`config.mk`:
```
export PLATFORM = sky130hd
export DESIGN_NAME = cnlq_phase
export DESIGN_NICKNAME = d
export VERILOG_FILES = /design/src/rtl/cnlq_pkg.sv /design/src/rtl/cnlq_phase.sv
export SDC_FILE = /design/constraint.sdc
export NUM_CORES = 1
export LEC_CHECK = 0
export BUFFER_PORTS_ARGS = -buffer_cell sky130_fd_sc_hd__buf_2
export CORE_UTILIZATION = 40
export CTS_BUF_LIST = sky130_fd_sc_hd__clkbuf_4 sky130_fd_sc_hd__clkbuf_8
export CTS_CLUSTER_DIAMETER = 50
export DETAILED_ROUTE_END_ITERATION = 10
export GPL_ROUTABILITY_DRIVEN = 1
export PLACE_DENSITY = 0.68
export SETUP_SLACK_MARGIN = 0.15
export SYNTH_ARGS = -nofsm -noshare
export SYNTH_HDL_FRONTEND = slang
export SYNTH_SLANG_ARGS = --single-unit
```
`constraint.sdc`:
```
create_clock -name clk -period 5.85 [get_ports clk]
set_clock_uncertainty 0.1 [all_clocks]
set_input_delay 0.8775 -clock clk [delete_from_list [all_inputs] [get_ports clk]]
set_output_delay 0.8775 -clock clk [all_outputs]
set_load 0.01 [all_outputs]
```
`src/rtl/cnlq_pkg.sv`:
```
package cnlq_pkg;

  // Kinds of input transaction, carried in tuser.
  localparam logic REQ_WRITE = 1'b0;
  localparam logic REQ_QUANT = 1'b1;

  // Table modes. Any code above MODE_SPLIT searches like MODE_SPLIT.
  localparam logic [1:0] MODE_SMALL  = 2'd0;
  localparam logic [1:0] MODE_SINGLE = 2'd1;
  localparam logic [1:0] MODE_SPLIT  = 2'd2;

  // Number of entries searched in the small-table mode.
  localparam int SMALL_TABLE_LEVELS = 16;

  // 8 / (2*pi) in Q2.15: radians in Q3.13 to turns.
  localparam logic signed [17:0] PHASE_GAIN = 18'sd41722;

  localparam int IN_DATA_BITS  = 40;
  localparam int OUT_DATA_BITS = 8;
  localparam int INDEX_BITS    = 5;

  // Control part of the search token that walks along the cell chain.
  typedef struct packed {
    logic valid;
    logic upper;   // search the upper half of the table
    logic narrow;  // search only the first SMALL_TABLE_LEVELS entries
  } tok_ctrl_t;

endpackage

```
`src/rtl/cnlq_phase.sv`:
```
module cnlq_phase #(
  parameter int LEVEL_BITS = 16
) (
  input  logic                  clk,
  input  logic                  rst,
  input  cnlq_pkg::tok_ctrl_t   ctrl_in,
  input  logic [15:0]           phase,
  output cnlq_pkg::tok_ctrl_t   ctrl_out,
  output logic [LEVEL_BITS-1:0] turn
);

  logic signed [33:0] prod;

  always_ff @(posedge clk) begin
    if (rst) begin
      ctrl_out <= '0;
    end else begin
      ctrl_out <= ctrl_in;
    end
  end

  always_ff @(posedge clk) begin
    if (ctrl_in.valid) begin
      prod <= signed'(phase) * cnlq_pkg::PHASE_GAIN;
    end
  end

  // The product stays below 2^31 in magnitude, so the turn fraction is a bit
  // slice of it; adding half a turn modulo one turn just flips the top bit.
  assign turn = {~prod[30], prod[29:31-LEVEL_BITS]};

endmodule

```
[Word level (Yosys, flattened, before mapping)]
Cells that the tools add are included.
Word-level totals
  output and inout bits: 19
  memories kept: 0
  RAM bits: 0
  logic and storage cells: 6
  ROM bits: 0
  bits of input ports: 21
  bits in registers: 33
  latch bits: 0
Operators by class
  multiplexer cells: 0
  bitwise gates (word level): 1
  div/mod/pow operators: 0
  $mul: 1
  add/subtract/negate cells: 0
  $lt $le $gt $ge: 0
  shift operators: 0
  reduce and logical (&&, ||, !) cells: 0
  equality and inequality tests: 0
Operators with widths (count)
  $mul A16 B16 Y30 const B: 1
  $not A1 Y1: 1

[Longest topological paths before layout]
Gate-level depths: netlist (run 1).
  depth in word-level cells: 1
  mapped depth: 20
  gate-level depth less buffers: 19

[Worst setup path before layout (run 1)]
No wires, ideal clock.
  path kind: input -> register
  from: input phase[9]
  to: register prod[27], data pin
  required time: 5481 ps
  arrival time: 5384 ps
  library setup time: 269 ps
  path buffers: 1
  stages: 18
  path slack: 97 ps
  path through: inv_1 > fa_1 > inv_1 > fa_1 > ha_1 > inv_1 > fa_1 > fa_1 > fa_1 > inv_1 > ha_1 > and2_4 > buf_6 > a32o_1 > a311o_2 > a31oi_4 > o31ai_1 > xor2_1
Between the ends
  longest elaborated chain between the ends: 1
Ends and longest elaborated chain
  from (decl): RTL line cnlq_phase.sv:7  | input logic [15:0] phase,
  $mul A16 B16 Y30: RTL line cnlq_phase.sv:24  | prod <= signed'(phase) * cnlq_pkg::PHASE_GAIN;
  to (signal assigned): RTL line cnlq_phase.sv:24
  to (decl): RTL line cnlq_phase.sv:12  | logic signed [33:0] prod;
No other way between the ends.
A chain may end at the register's enable or synchronous reset.

[Worst setup path in the final report (run 1)]
  from: input phase[10]
  to: register prod[27], data pin
Same word-level chain as after synthesis.

==> flow_summary.toml, run 1 <==
[status]
status = "completed"

[finish]
drive_gt1_frac = 0.211
fin_nets = 928
num_antenna_cells = 0
fin_cells = 880
n_fill_cell = 1368
multi_input_area_um2 = 4700
seqCellArea_um2 = 541
areaGrowthSynthToFinish_pct = 15.8

[synthesis]
synth-seq-cells = 19
synth_edf_count = 16
synth_top_family_by_area = "adder cells"
synth-simple-area-share = 0.0519
synth.most_common_cell = "inv_1"
synthMuxAreaShare = 0.00357
ys.flop_type = "edfxtp_1"
yosys.area.top_type = "fa_1"
synth_compound_area_frac = 0.0882
synth_area_leaders = "fa_1 33%, ha_1 23%, inv_1 12%"
synthAdderAreaFrac = 0.566
synth_cell_types = 50
ys_seq_area_frac = 0.0907
netlist_top_cells_count = "188 x inv_1, 111 x ha_1, 99 x fa_1, 28 x xnor2_1"
syn_area_um2 = 5960
synthXorXnorAreaFrac = 0.0544
syn_inst = 622
syn_nets = 853
syn_avg_cell_area_um2 = 9.58
synthArstFlopShare = 0
synth_top_cell_area_share = 0.333
synth_warnings = 0

[floorplanning]
die_area_um2 = 15400
core.rowCount = 44
io_pins = 40
initial_utilization = 0.410
die_h_um = 124
core-area_um2 = 14500
fp.dieW_um = 124

[global_routing]
antenna_found_initial = 0
grt_max_degree = 18
grt_pass1_vias = 4231
grt_use_total = 0.166
grt_overflow = 0
grt_pass1_wl_mm = 20.1

[sta]
worst_slack_ns = 0.211
tightest_slew_ns = 0.385
setup_viol = 0
period_needed_ns = 5.64
fmax_mhz = 177
hold_viol_final = 0
min_period_over_period = 0.964
slew_headroom = 0.743
drv_slew = 0
rsz0062_at_grt = "true"

[placed_design]
place_congestion = 0.876
pre_cts_ws_ns = -0.0911
dpl.hpwl_mm = 10.6
place_inst = 870
port_buffers = 39

[cts]
ctsHoldBuffers = 0
clk_pin_slew_ns = 0.06
cts.sinks = 19
cts_tree = "built"
clockBufferDepth = 2
htreeDepth = 1
cts_made_buffers = 3
cts-root-buf = "clkbuf_8"

[worst_setup_path]
critPathSlowestCell = "fa_1"
arrival_ns = 5.53
path_class = "in -> reg"
worst_ep_required_time_ns = 5.74
end_kind = "flop"
cp_max_fo = 6
cp_cell_sequence = "buf_2 -> inv_2 -> fa_1 -> inv_2 -> fa_1 -> ha_4 -> fa_1 -> fa_1 -> inv_2 -> fa_1 -> inv_2 -> ha_4 -> a21o_1 -> a32o_2 -> a311o_2 -> a31oi_4 -> o31ai_2 -> xor2_1"
crit_path_start_kind = "input port"
cpMostUsedCell = "fa_1"
slowest_delay_ns = 0.56

[detailed_routing]
ant_nets = 0
wirelength_mm = 11.8
drt_iter0_drc = 156
via_per_inst = 4.71
vias = 4145
drc = 0
wl_per_cell_um = 13.4
dr.pass1.iters = 5

[worst_hold_path]
hold_path_class = "in -> reg"

[job]
drv_cap = 0
[worst max-delay path: cells and delay by family]
kind	cells	cell delay, ns
adder cells (fa/ha/maj)	7	3.05
XOR/XNOR	1	0.15
buffers and inverters	5	0.34
AO/OA/AOI/OAI	5	1.12
[registers in the layout (all words and copies together), names as in the netlist]
name / flops
prod: 16
ctrl_out: 3
[cells by family (layout without fill, tap and decap cells)]
kind of cell / after synthesis / after routing
buffers and inverters: 214 / 288
AND/OR/NAND/NOR: 64 / 64
AO/OA/AOI/OAI: 76 / 76
multiplexers: 2 / 2
XOR/XNOR: 37 / 37
adder cells (fa/ha/maj): 210 / 210
flip-flops: 19 / 19
[worst paths after layout]
kind,from,end,slack [ns],cells past startpoint
worst min-delay path,rst,ctrl_out[0]$_SDFF_PP0_,0.71,2
worst max-delay path,phase[10],prod[27]$_DFFE_PP_,0.21,18
[cells in the final DEF, fill, tap and decap left out, types with 3 or more instances in the layout]
master and instances:
a21o_1 8, a21oi_1 16, a21oi_2 4, a31oi_1 4, and3_1 3, buf_2 36, buf_4 56, clkbuf_8 3
dfxtp_1 3, edfxtp_1 16, fa_1 97, ha_1 102, ha_2 3, ha_4 6, inv_1 176, inv_2 9
nand2_1 20, nand3_1 10, nand4_1 6, nor2_1 13, nor2b_1 3, o21a_1 5, o21ai_0 10, xnor2_1 28
xor2_1 9
[metrics by stage]
stage	instance area (um2)	utilization	TNS (ns)	hold slack (ns)
finish	6900	0.475	0	0.710
global route	6900	0.475	0	0.710
CTS	6700	0.461	0	0.710
detailed placement	6660	0.458	-0.379	0.975
global placement	6660	0.458	-0.100	0.977
floorplan	6000	-	0	0.849
[layer usage]
layer  vias to the layer above  global-route usage  routed length [um]
li1                       2067                   -                   -
met1                      2018               0.229                5540
met2                        52               0.292                5850
met3                         8             0.00595                 245
met4                         0              0.0283                 125
met5                         -                   0                   0
[area by class of cell]
cell class	instances	area share
Sequential cell	19	0.0784
Timing Repair Buffer	96	0.0954
Clock buffer	4	0.00707
Multi-Input combinational cell	389	0.682
Inverter	188	0.104
Tap cell	184	0.0334
[timing repair]
action	4_1_cts	5_1_grt
gates resized for setup	1	45
setup endpoints to repair	1	12
pin swaps	0	26
buffers inserted	0	6
endpoints found under the hold margin	0	0
cloned	0	0
Power of run 1 is left out: the tool's default activity adds up to more than one toggle a clock period on the data nets, which glitch-free logic cannot reach.
==> run 2: changes to the inputs <==
CELL_PAD_IN_SITES_DETAIL_PLACEMENT = 1   (was not set)
CELL_PAD_IN_SITES_GLOBAL_PLACEMENT = 1   (was not set)
PLACE_DENSITY = 0.81   (was 0.68)
==> run 2 against run 1 <==
  * Via count is 7.8% higher
  * Final area rose by 0.80%
  * Sequential share of layout area down 0.062 points
  * Hold slack better by 0.0026 ns
==> flow_summary.toml, run 2 (synthesis gave the netlist of run 1 again) <==
[status]
status = "completed"

[global_routing]
grt-busiest-layer = "met2"
grt_use_met2 = 0.386
antenna_found_initial = 0
grt_pass1_vias = 5085
grt_use_total = 0.205
grt_overflow = 0
met3_usage = 0.0183
grt_use_met1 = 0.247
grt_max_degree = 22
grt_pass1_wl_mm = 24.5

[sta]
hold_viol_final = 0
min_period_over_period = 0.969
fmax_mhz = 176
slew_headroom = 0.748
period_needed_ns = 5.67
rsz0062_at_grt = "true"
tightest_slew_ns = 0.374
setup_viol = 0
drv_slew = 0
fin_tns_setup_ns = 0

[worst_setup_path]
cpMostUsedCell = "fa_1"
critPathSlowestCell = "fa_1"
cp_num_cells = 18
cp_max_fo = 5
path_class = "in -> reg"
end_kind = "flop"
critPathBufInv = 6
critPathTopFamily = "adder cells"
cp_cell_sequence = "buf_2 -> inv_2 -> fa_1 -> inv_1 -> fa_1 -> ha_1 -> fa_1 -> fa_1 -> inv_1 -> fa_1 -> inv_1 -> ha_1 -> and3_1 -> a311oi_1 -> buf_4 -> a21oi_2 -> a221oi_2 -> xnor2_1"
arrival_ns = 5.57
slowest_delay_ns = 0.52
worst_ep_required_time_ns = 5.75
crit_path_start_kind = "input port"

[placed_design]
place_inst = 869
port_buffers = 39
place_area_um2 = 6650
place_congestion = 0.878
dpl.hpwl_mm = 13.5

[finish]
largest-register = "prod"
num_antenna_cells = 0
final_cell_mix = "176 x inv_1, 100 x ha_1, 97 x fa_1, 52 x buf_4, 36 x buf_2"
largest_reg_flops = 16
fin_area_um2 = 6950
reg.largest.list = "prod: 16 flops, ctrl_out: 3 flops"
fin_cells = 874
layout_commonest_cell = "inv_1"
drive_gt1_frac = 0.217
fin_nets = 922
areaGrowthSynthToFinish_pct = 16.7

[cts]
clockBufferDepth = 2
cts_made_buffers = 3
cts-root-buf = "clkbuf_8"
cts_tree = "built"
htreeDepth = 1
clk_pin_slew_ns = 0.07
cts.sinks = 19
ctsHoldBuffers = 0

[detailed_routing]
via_per_inst = 5.11
drc = 0
ant_nets = 0
wirelength_mm = 16.0
dr.pass1.iters = 5
vias = 4469
drt_iter0_drc = 132
wl_per_cell_um = 18.3

[floorplanning]
initial_utilization = 0.410
core-area_um2 = 14500
die_area_um2 = 15400
io_pins = 40
fp.dieW_um = 124
die_h_um = 124
core.rowCount = 44

[worst_hold_path]
hold_depth = 2
hold_path_class = "in -> reg"
min_from = "rst"
min_to = "ctrl_out[0]$_SDFF_PP0_"

[job]
drv_cap = 0
[run 2: repair_timing]
| action | CTS | global route |
|---|---|---|
| pin swaps | 3 | 18 |
| gates resized for setup | 13 | 42 |
| setup buffers | 0 | 1 |
| endpoints found under the setup margin | 9 | 14 |
[run 2: worst max-delay path by stage]
stage	startpoint	endpoint	slack [ns]
after floorplan	phase[7]	prod[27]$_DFFE_PP_	0.18
after global placement	phase[9]	prod[27]$_DFFE_PP_	-0.04
after detailed placement	phase[5]	prod[26]$_DFFE_PP_	-0.33
after CTS	phase[7]	prod[25]$_DFFE_PP_	0.14
after global routing	phase[10]	prod[25]$_DFFE_PP_	0.08
final	phase[10]	prod[25]$_DFFE_PP_	0.18
[run 2: routing by layer]
metal  part of all wire  wire length (um)  up-vias
met4              0.033               524        0
met5                  0                 0        -
li1                   -                 -     2051
met3              0.031               490       47
met1               0.40              6390     2271
met2               0.54              8580      100
[run 2: layout make-up]
type / count / area, um2
well taps: 184 / 230
repair buffers: 90 / 598
flip-flops and latches: 19 / 541
clock buffers: 4 / 48.8
fillers: 1694 / 7580
inverters: 188 / 711
multi-input cells: 389 / 4820
[run 2: stage by stage]
| stage | util | setup WS (ns) | hold slack (ns) |
|---|---|---|---|
| 6_report | 0.478 | 0.180 | 0.713 |
| 3_5_place_dp | 0.457 | -0.329 | 0.983 |
| 4_1_cts | 0.464 | 0.138 | 0.711 |
| 2_1_floorplan | - | 0.175 | 0.849 |
| 3_3_place_gp | 0.457 | -0.0407 | 0.979 |
| 5_1_grt | 0.478 | 0.0751 | 0.718 |
Power of run 2 is left out for the same reason.
