==> src/rtl/cnlq_pkg.sv <==
package cnlq_pkg;

  // Kinds of input transaction, carried in tuser.
  localparam logic REQ_WRITE = 1'b0;
  localparam logic REQ_QUANT = 1'b1;

  // Table modes. Any code above MODE_SPLIT searches like MODE_SPLIT.
  localparam logic [1:0] MODE_SMALL  = 2'd0;
  localparam logic [1:0] MODE_SINGLE = 2'd1;
  localparam logic [1:0] MODE_SPLIT  = 2'd2;

  // Number of entries searched in the small-table mode.
  localparam int SMALL_TABLE_LEVELS = 16;

  // 8 / (2*pi) in Q2.15: radians in Q3.13 to turns.
  localparam logic signed [17:0] PHASE_GAIN = 18'sd41722;

  localparam int IN_DATA_BITS  = 40;
  localparam int OUT_DATA_BITS = 8;
  localparam int INDEX_BITS    = 5;

  // Control part of the search token that walks along the cell chain.
  typedef struct packed {
    logic valid;
    logic upper;   // search the upper half of the table
    logic narrow;  // search only the first SMALL_TABLE_LEVELS entries
  } tok_ctrl_t;

endpackage

==> src/rtl/cnlq_cell.sv <==
module cnlq_cell #(
  parameter int LEVELS_PER_TABLE = 32,
  parameter int LEVEL_BITS       = 16,
  parameter int BEST_BITS        = 5,
  parameter int CELL_INDEX       = 0
) (
  input  logic                  clk,
  input  logic                  rst,
  input  logic                  wr_en,
  input  logic [LEVEL_BITS-1:0] wr_value,
  input  cnlq_pkg::tok_ctrl_t   ctrl_in,
  input  logic [LEVEL_BITS-1:0] turn_in,
  input  logic [LEVEL_BITS-1:0] dist_in,
  input  logic [BEST_BITS-1:0]  best_in,
  output cnlq_pkg::tok_ctrl_t   ctrl_out,
  output logic [LEVEL_BITS-1:0] turn_out,
  output logic [LEVEL_BITS-1:0] dist_out,
  output logic [BEST_BITS-1:0]  best_out
);

  localparam int SEARCH_CNT =
    (cnlq_pkg::SMALL_TABLE_LEVELS < 2 * LEVELS_PER_TABLE) ?
    cnlq_pkg::SMALL_TABLE_LEVELS : 2 * LEVELS_PER_TABLE;
  localparam logic IN_LOW    = (CELL_INDEX < LEVELS_PER_TABLE);
  localparam logic IN_NARROW = (CELL_INDEX < SEARCH_CNT);
  localparam logic [BEST_BITS-1:0] LOCAL_LOW = BEST_BITS'(CELL_INDEX);
  localparam logic [BEST_BITS-1:0] LOCAL_UP  = BEST_BITS'(CELL_INDEX - LEVELS_PER_TABLE);
  localparam logic FIRST_LOW = (CELL_INDEX == 0);
  localparam logic FIRST_UP  = (CELL_INDEX == LEVELS_PER_TABLE);

  logic [LEVEL_BITS-1:0] level;
  logic [LEVEL_BITS-1:0] diff;
  logic [LEVEL_BITS-1:0] gap;
  logic                  active;
  logic                  first;
  logic                  take;

  always_ff @(posedge clk) begin
    if (wr_en) begin
      level <= wr_value;
    end
  end

  always_comb begin
    diff = turn_in - level;
    // Wrapped distance; a difference of half a turn negates to itself.
    gap = diff[LEVEL_BITS-1] ? (~diff + 1'b1) : diff;
    if (ctrl_in.upper) begin
      active = ctrl_in.valid && !IN_LOW;
      first  = FIRST_UP;
    end else begin
      active = ctrl_in.valid && (ctrl_in.narrow ? IN_NARROW : IN_LOW);
      first  = FIRST_LOW;
    end
    // Strict compare keeps the lowest index on ties.
    take = active && (first || (gap < dist_in));
  end

  always_ff @(posedge clk) begin
    if (rst) begin
      ctrl_out <= '0;
    end else begin
      ctrl_out <= ctrl_in;
    end
  end

  always_ff @(posedge clk) begin
    turn_out <= turn_in;
    if (take) begin
      dist_out <= gap;
      best_out <= ctrl_in.upper ? LOCAL_UP : LOCAL_LOW;
    end else begin
      dist_out <= dist_in;
      best_out <= best_in;
    end
  end

endmodule

==> config.mk <==
export PLATFORM = sky130hd
export DESIGN_NAME = cnlq_cell
export DESIGN_NICKNAME = d
export VERILOG_FILES = /design/src/rtl/cnlq_pkg.sv /design/src/rtl/cnlq_cell.sv
export SDC_FILE = /design/constraint.sdc
export NUM_CORES = 1
export LEC_CHECK = 0
export BUFFER_PORTS_ARGS = -buffer_cell sky130_fd_sc_hd__buf_2
export CORE_ASPECT_RATIO = 1.1
export CORE_MARGIN = 3
export CORE_UTILIZATION = 50
export DETAILED_ROUTE_END_ITERATION = 12
export HOLD_SLACK_MARGIN = 0.08
export PLACE_DENSITY_LB_ADDON = 0.12
export SKIP_LAST_GASP = 1
export SLEW_MARGIN = 25
export SYNTH_ARGS = -nofsm -noshare
export SYNTH_HDL_FRONTEND = slang
export SYNTH_SLANG_ARGS = --single-unit
==> constraint.sdc <==
create_clock -name clk -period 3.65 [get_ports clk]
set_input_delay 0.73 -clock clk [delete_from_list [all_inputs] [get_ports clk]]
set_output_delay 0.73 -clock clk [all_outputs]
set_load 0.1 [all_outputs]
## Word-level counts from Yosys, hierarchy flattened

Cells that the tools add are included.

- Add/subtract/negate cells: 2
- Magnitude comparators: 1
- Mux-type cells: 4
- Bitwise logic cells: 1
- Reduce and logical (&&, ||, !) cells: 2

Operators by type and width:

| operator | number |
|---|---|
| $mux W16 | 2 |
| $add A16 B1 Y16 const B | 1 |
| $lt A16 B16 Y1 | 1 |
| $not A16 Y16 | 1 |
| $sub A16 B16 Y16 | 1 |
| $mux W1 | 2 |
| $logic_and A1 B1 Y1 | 1 |
| $logic_or A1 B1 Y1 | 1 |

- Register bits: 56
- Input port bits: 59
- Output and inout bits: 40
- Logic and storage cells: 17

## Longest topological paths before layout

- Depth in word-level cells: 8
- Depth in mapped cells: 12
- Depth with buffers taken out: 12

## Least setup slack after synthesis

No wires, ideal clock.

- Path type: input to register
- From: in turn_in[0]
- To: reg dist_out[13]
- Setup time: 0.121 ns
- Arrival: 3.003 ns
- Required time: 3.529 ns
- Path slack: 0.526 ns
- Stages: 12
- Buffers on the path: 0
- Path through: inv_1 ha_1 inv_1 fa_1 a211o_1 o21ai_2 xnor2_2 a2111oi_4 and4_4 a31oi_1 xnor2_1 mux2_2

- Longest elaborated chain between the ends: 8

RTL lines:

| item | line | RTL |
|---|---|---|
| start: declaration | cnlq_cell.sv:12 | `input logic [LEVEL_BITS-1:0] turn_in,` |
| $sub A16 B16 Y16 (*) | cnlq_cell.sv:45 | `diff = turn_in - level;` |
| $not A16 Y16 | cnlq_cell.sv:47 | `gap = diff[LEVEL_BITS-1] ? (~diff + 1'b1) : diff;` |
| $add A16 B1 Y16 | cnlq_cell.sv:47 |  |
| $mux W16 (*) | cnlq_cell.sv:47 |  |
| $lt A16 B16 Y1 | cnlq_cell.sv:56 | `take = active && (first \|\| (gap < dist_in));` |
| $logic_or A1 B1 Y1 | cnlq_cell.sv:56 |  |
| $logic_and A1 B1 Y1 | cnlq_cell.sv:56 |  |
| $mux W16 (*) | cnlq_cell.sv:69 | `if (take) begin` |
| end signal: assignment | cnlq_cell.sv:70 | `dist_out <= gap;` |
| end signal: assignment | cnlq_cell.sv:73 | `dist_out <= dist_in;` |
| end: declaration | cnlq_cell.sv:17 | `output logic [LEVEL_BITS-1:0] dist_out,` |

Every way passes the cells marked *; elsewhere a longest branch is shown, timed or not.
A chain may end at the register's enable or synchronous reset.

## Final worst setup path

Same ends and word-level chain as after synthesis.

==> results.rst <==
.. list-table::
   :header-rows: 1

   * - Metric
     - Value
   * - Number of cells produced by synthesis
     - 284
   * - Synth Area in Adders
     - 0.0767
   * - Type of element capturing the critical path
     - flop
   * - Library cells used by synthesis
     - 65
   * - Max-slew headroom
     - 0.674
   * - Footprint of the flip-flops and latches
     - 1280 sq um
   * - Total wire length after detailed routing
     - between 5000 and 6000 um
   * - Number of failing hold endpoints at the final stage
     - 0
   * - Inserted Diodes
     - 0
   * - Run status
     - finished clean
   * - Aggregate global routing overflow
     - 0
   * - Endpoint with the worst hold slack
     - turn_out[0]
   * - RSZ-0062 raised after global routing
     - no
   * - Non-filler cells, final
     - ~460
   * - Cell area after technology mapping
     - around 2900 sq um
   * - Endpoint of the lowest-slack register-to-register path
     - dist_out[13]
   * - Max-cap viol count
     - 0
   * - Total CTS buffers
     - 5
   * - Crit path max fanout
     - 4
   * - All-Layer GR Usage
     - 0.168
   * - Worst-margin pin slew
     - around 500 ps
   * - Required time at the worst-slack endpoint
     - 3850 ps
   * - P_leak
     - roughly 1.6 nW
   * - Total nets after synthesis
     - 360
   * - Routed wire length per instance
     - roughly 12 um
   * - Share of final-layout standard cells stronger than drive strength 1
     - 0.344
   * - Number of fill cells in the layout
     - roughly 500
   * - VDD IR-drop max
     - approximately 0.26 mV
   * - Min cycle time layout
     - about 3100 ps
   * - Final antenna-violating net count
     - 0
   * - Clock latency on the worst-skew pair
     - roughly 300 ps
   * - Placement Rows
     - 28
   * - Die Y
     - roughly 85 um
   * - Port Buffer Count
     - about 100
   * - Sink Count
     - 56
   * - Class of the tightest hold or removal check
     - primary input to flop
   * - Global-route wire length before repair
     - 9250 um
   * - Floorplan die width
     - just under 80 um
   * - Count of routing violations after the opening detailed-route iteration
     - 61
   * - Share of synthesized area spent on multiplexers
     - 0.00741
   * - Type of origin of the critical path
     - primary input
   * - Multi-input gate area
     - 1480 sq um
   * - Num ports
     - 99
   * - Buffers from clock root to sink, at most
     - 2
   * - Effective utilization at floorplan
     - 0.525
   * - R2r worst-path depth
     - 11
   * - Net count, final
     - between 400 and 500
   * - XOR/XNOR Fraction of Synth Area
     - 0.0693
   * - Hold path depth
     - 1
   * - Worst EP arrival
     - roughly 3300 ps
   * - Area share of and/or/nand/nor cells after synthesis
     - 0.168
   * - Total Die Area
     - 6690 sq um
   * - Dominant combinational cell family by area after synthesis
     - compound AO/OA/AOI/OAI gates
   * - Vias
     - 2312
   * - Period utilisation layout
     - 0.856
   * - Number of antenna violations at the first check in global routing
     - 0
   * - TNS Setup
     - 0 ps
   * - Syn. warnings
     - 0
   * - Placer's final routability congestion estimate
     - roughly 0.84
   * - Detail-routed via count per cell
     - around 5.0
   * - Clock slew at the register clock pins of the worst setup and hold paths
     - around 90 ps
   * - Std-Cell Core Area
     - 5470 sq um
   * - Synth Area in Compound Gates
     - 0.193
   * - Critical register-to-register path startpoint
     - level[0]
   * - DRC
     - 0
   * - Post-CTS resize count
     - 0
   * - # hold bufs at CTS
     - 0
   * - Root Buffer Master
     - sky130_fd_sc_hd__clkbuf_8
   * - Final max-slew violation count
     - 0
   * - Most common flop cell mapped by yosys
     - sky130_fd_sc_hd__dfxtp_1
   * - Fmax
     - between 0.3 and 0.4 GHz
   * - Mean cell area of the mapped netlist
     - roughly 10 sq um
   * - Area delta synth->final
     - 23.4%
   * - Setup Crit Path Kind
     - primary input to flop
   * - Number of buffers inserted by post-CTS setup repair
     - 0
   * - Register area share after synthesis
     - 0.446
   * - Number of failing setup endpoints in the final timing report
     - 0
   * - Drt pass-1 iters
     - 4
   * - Htree depth
     - 2
   * - Total power divided by cell area
     - about 540 nW/um^2
   * - Number of enable flip-flop cells after synthesis
     - 16
   * - Number of placed instances with taps included
     - approximately 450
   * - Final HPWL DP
     - around 4300 um
   * - Layout Skew
     - about 3.5 ps
   * - Clock tree from TritonCTS
     - built
   * - Pin count of the biggest net entering global routing
     - 37
   * - FF+latch count, synth
     - 56
   * - Fraction of synthesis flops using an asynchronous set or reset pin
     - 0
   * - Vias in the first global route
     - roughly 2100
   * - Setup slack on the worst flop-to-flop path
     - 770 ps
   * - Hold path start
     - turn_in[0]
[flip-flops by register name, summed over array words and instances (netlist names)]
name,count
best_out,5
turn_out,16
dist_out,16
ctrl_out,3
level,16
[through the flow]
stage | total power [W] | area, sq um | util | worst slack (ps) | hold WS, ps
after floorplan | 0.00142 | 2870 | - | 526 | 573
after global placement | 0.00156 | 3440 | 0.629 | 286 | 615
after global routing | 0.00202 | 3540 | 0.648 | 241 | 519
after detailed placement | 0.00157 | 3440 | 0.629 | 202 | 623
after CTS | 0.00194 | 3540 | 0.648 | 522 | 521
final | 0.00191 | 3540 | 0.648 | 526 | 535
[final cells by class]
type                       instances  area share
multi-input combinational        201       0.417
inverter                          22      0.0233
clock inverter                     1     0.00141
clock buffer                       7      0.0276
timing repair buffer             100       0.143
sequential                        56       0.362
tap                               75      0.0265
[per-layer routing]
metal | wire length, um | track usage
met1 | 2550 | 0.227
met2 | 2410 | 0.273
met3 | 399 | 0.0361
met4 | 63 | 0.0477
met5 | 0 | 0
[logic make-up after synthesis]
group / after synthesis
and+or+nand+nor: 89
buffers and inverters: 27
xor gates and xnor gates: 21
adders and majority gates: 17
AOI/OAI and AO/OA: 72
DFF: 56
muxes: 2
[worst max-delay path by stage]
stage | startpoint | to | slack [ps] | cells after the start
4_1_cts | turn_in[0] | dist_out[13] | 520 | 13
6_report | turn_in[0] | dist_out[13] | 530 | 13
3_3_place_gp | turn_in[0] | dist_out[13] | 290 | 13
5_1_grt | turn_in[0] | dist_out[13] | 240 | 13
2_1_floorplan | turn_in[0] | dist_out[13] | 530 | 12
3_5_place_dp | turn_in[0] | dist_out[13] | 200 | 13
[critical path: stages]
cell                       delay, ps
sky130_fd_sc_hd__buf_2           100
sky130_fd_sc_hd__inv_1            50
sky130_fd_sc_hd__ha_1            180
sky130_fd_sc_hd__inv_1            60
sky130_fd_sc_hd__fa_1            420
sky130_fd_sc_hd__a211oi_2        270
sky130_fd_sc_hd__nor2_1          140
sky130_fd_sc_hd__nor4_2          400
sky130_fd_sc_hd__nor3b_4         100
sky130_fd_sc_hd__a221oi_2        300
sky130_fd_sc_hd__a31oi_1         170
sky130_fd_sc_hd__xnor2_1         150
sky130_fd_sc_hd__mux2_2          260
[synth_stat cells, types with 2 or more instances]
cell	count	area share
sky130_fd_sc_hd__a31o_2	3	0.0092
sky130_fd_sc_hd__clkbuf_1	3	0.0039
sky130_fd_sc_hd__a31oi_1	2	0.0044
sky130_fd_sc_hd__nand3_1	3	0.0052
sky130_fd_sc_hd__and2_1	7	0.015
sky130_fd_sc_hd__nor4_1	2	0.0044
sky130_fd_sc_hd__inv_1	21	0.027
sky130_fd_sc_hd__a311oi_2	2	0.010
sky130_fd_sc_hd__o21ai_0	6	0.010
sky130_fd_sc_hd__xnor2_1	13	0.040
sky130_fd_sc_hd__nand2b_1	2	0.0044
sky130_fd_sc_hd__o31ai_1	3	0.0078
sky130_fd_sc_hd__nor4_2	2	0.0087
sky130_fd_sc_hd__dfxtp_1	40	0.28
sky130_fd_sc_hd__a21oi_1	14	0.024
sky130_fd_sc_hd__edfxtp_1	16	0.17
sky130_fd_sc_hd__o21ai_2	2	0.0061
sky130_fd_sc_hd__xor2_1	6	0.018
sky130_fd_sc_hd__a211oi_1	2	0.0052
sky130_fd_sc_hd__nor2_1	14	0.018
sky130_fd_sc_hd__nand2_1	31	0.041
sky130_fd_sc_hd__o21ai_1	16	0.028
sky130_fd_sc_hd__nor2b_1	6	0.013
sky130_fd_sc_hd__ha_1	16	0.070
sky130_fd_sc_hd__or3_1	2	0.0044
sky130_fd_sc_hd__nand4_1	2	0.0044
sky130_fd_sc_hd__nor3_1	6	0.010
sky130_fd_sc_hd__a221oi_1	2	0.0061
sky130_fd_sc_hd__a2111oi_4	2	0.019
sky130_fd_sc_hd__a21o_1	3	0.0078
[cell usage in the layout (no fill, tap or decap), drive strengths merged, types with 2 or more instances in the layout]
cell,synthesis,layout
o31ai,4,4
nand3,3,3
and4,2,2
or3,2,2
a31o,3,3
buf,2,100
and2,7,7
xor2,7,7
nand2,31,31
inv,22,22
and3,2,2
a31oi,2,2
nor3,6,6
dfxtp,40,40
o21ai,24,24
a221oi,3,3
a211oi,3,3
a21oi,14,14
nor4,4,4
o311ai,2,2
nor2,15,15
edfxtp,16,16
a311oi,3,3
nand2b,2,2
xnor2,14,14
a2111oi,2,2
a21o,3,3
ha,16,16
nand4,2,2
clkbuf,3,7
nor2b,6,6
[power by group]
part           total [W]  switching, W  internal (W)
combinational   0.000842      0.000597      0.000245
sequential      0.000708     0.0000116      0.000696
clock           0.000363      0.000187      0.000176
total            0.00191      0.000796       0.00112
Note: power is estimated with default switching activity, not from simulation.
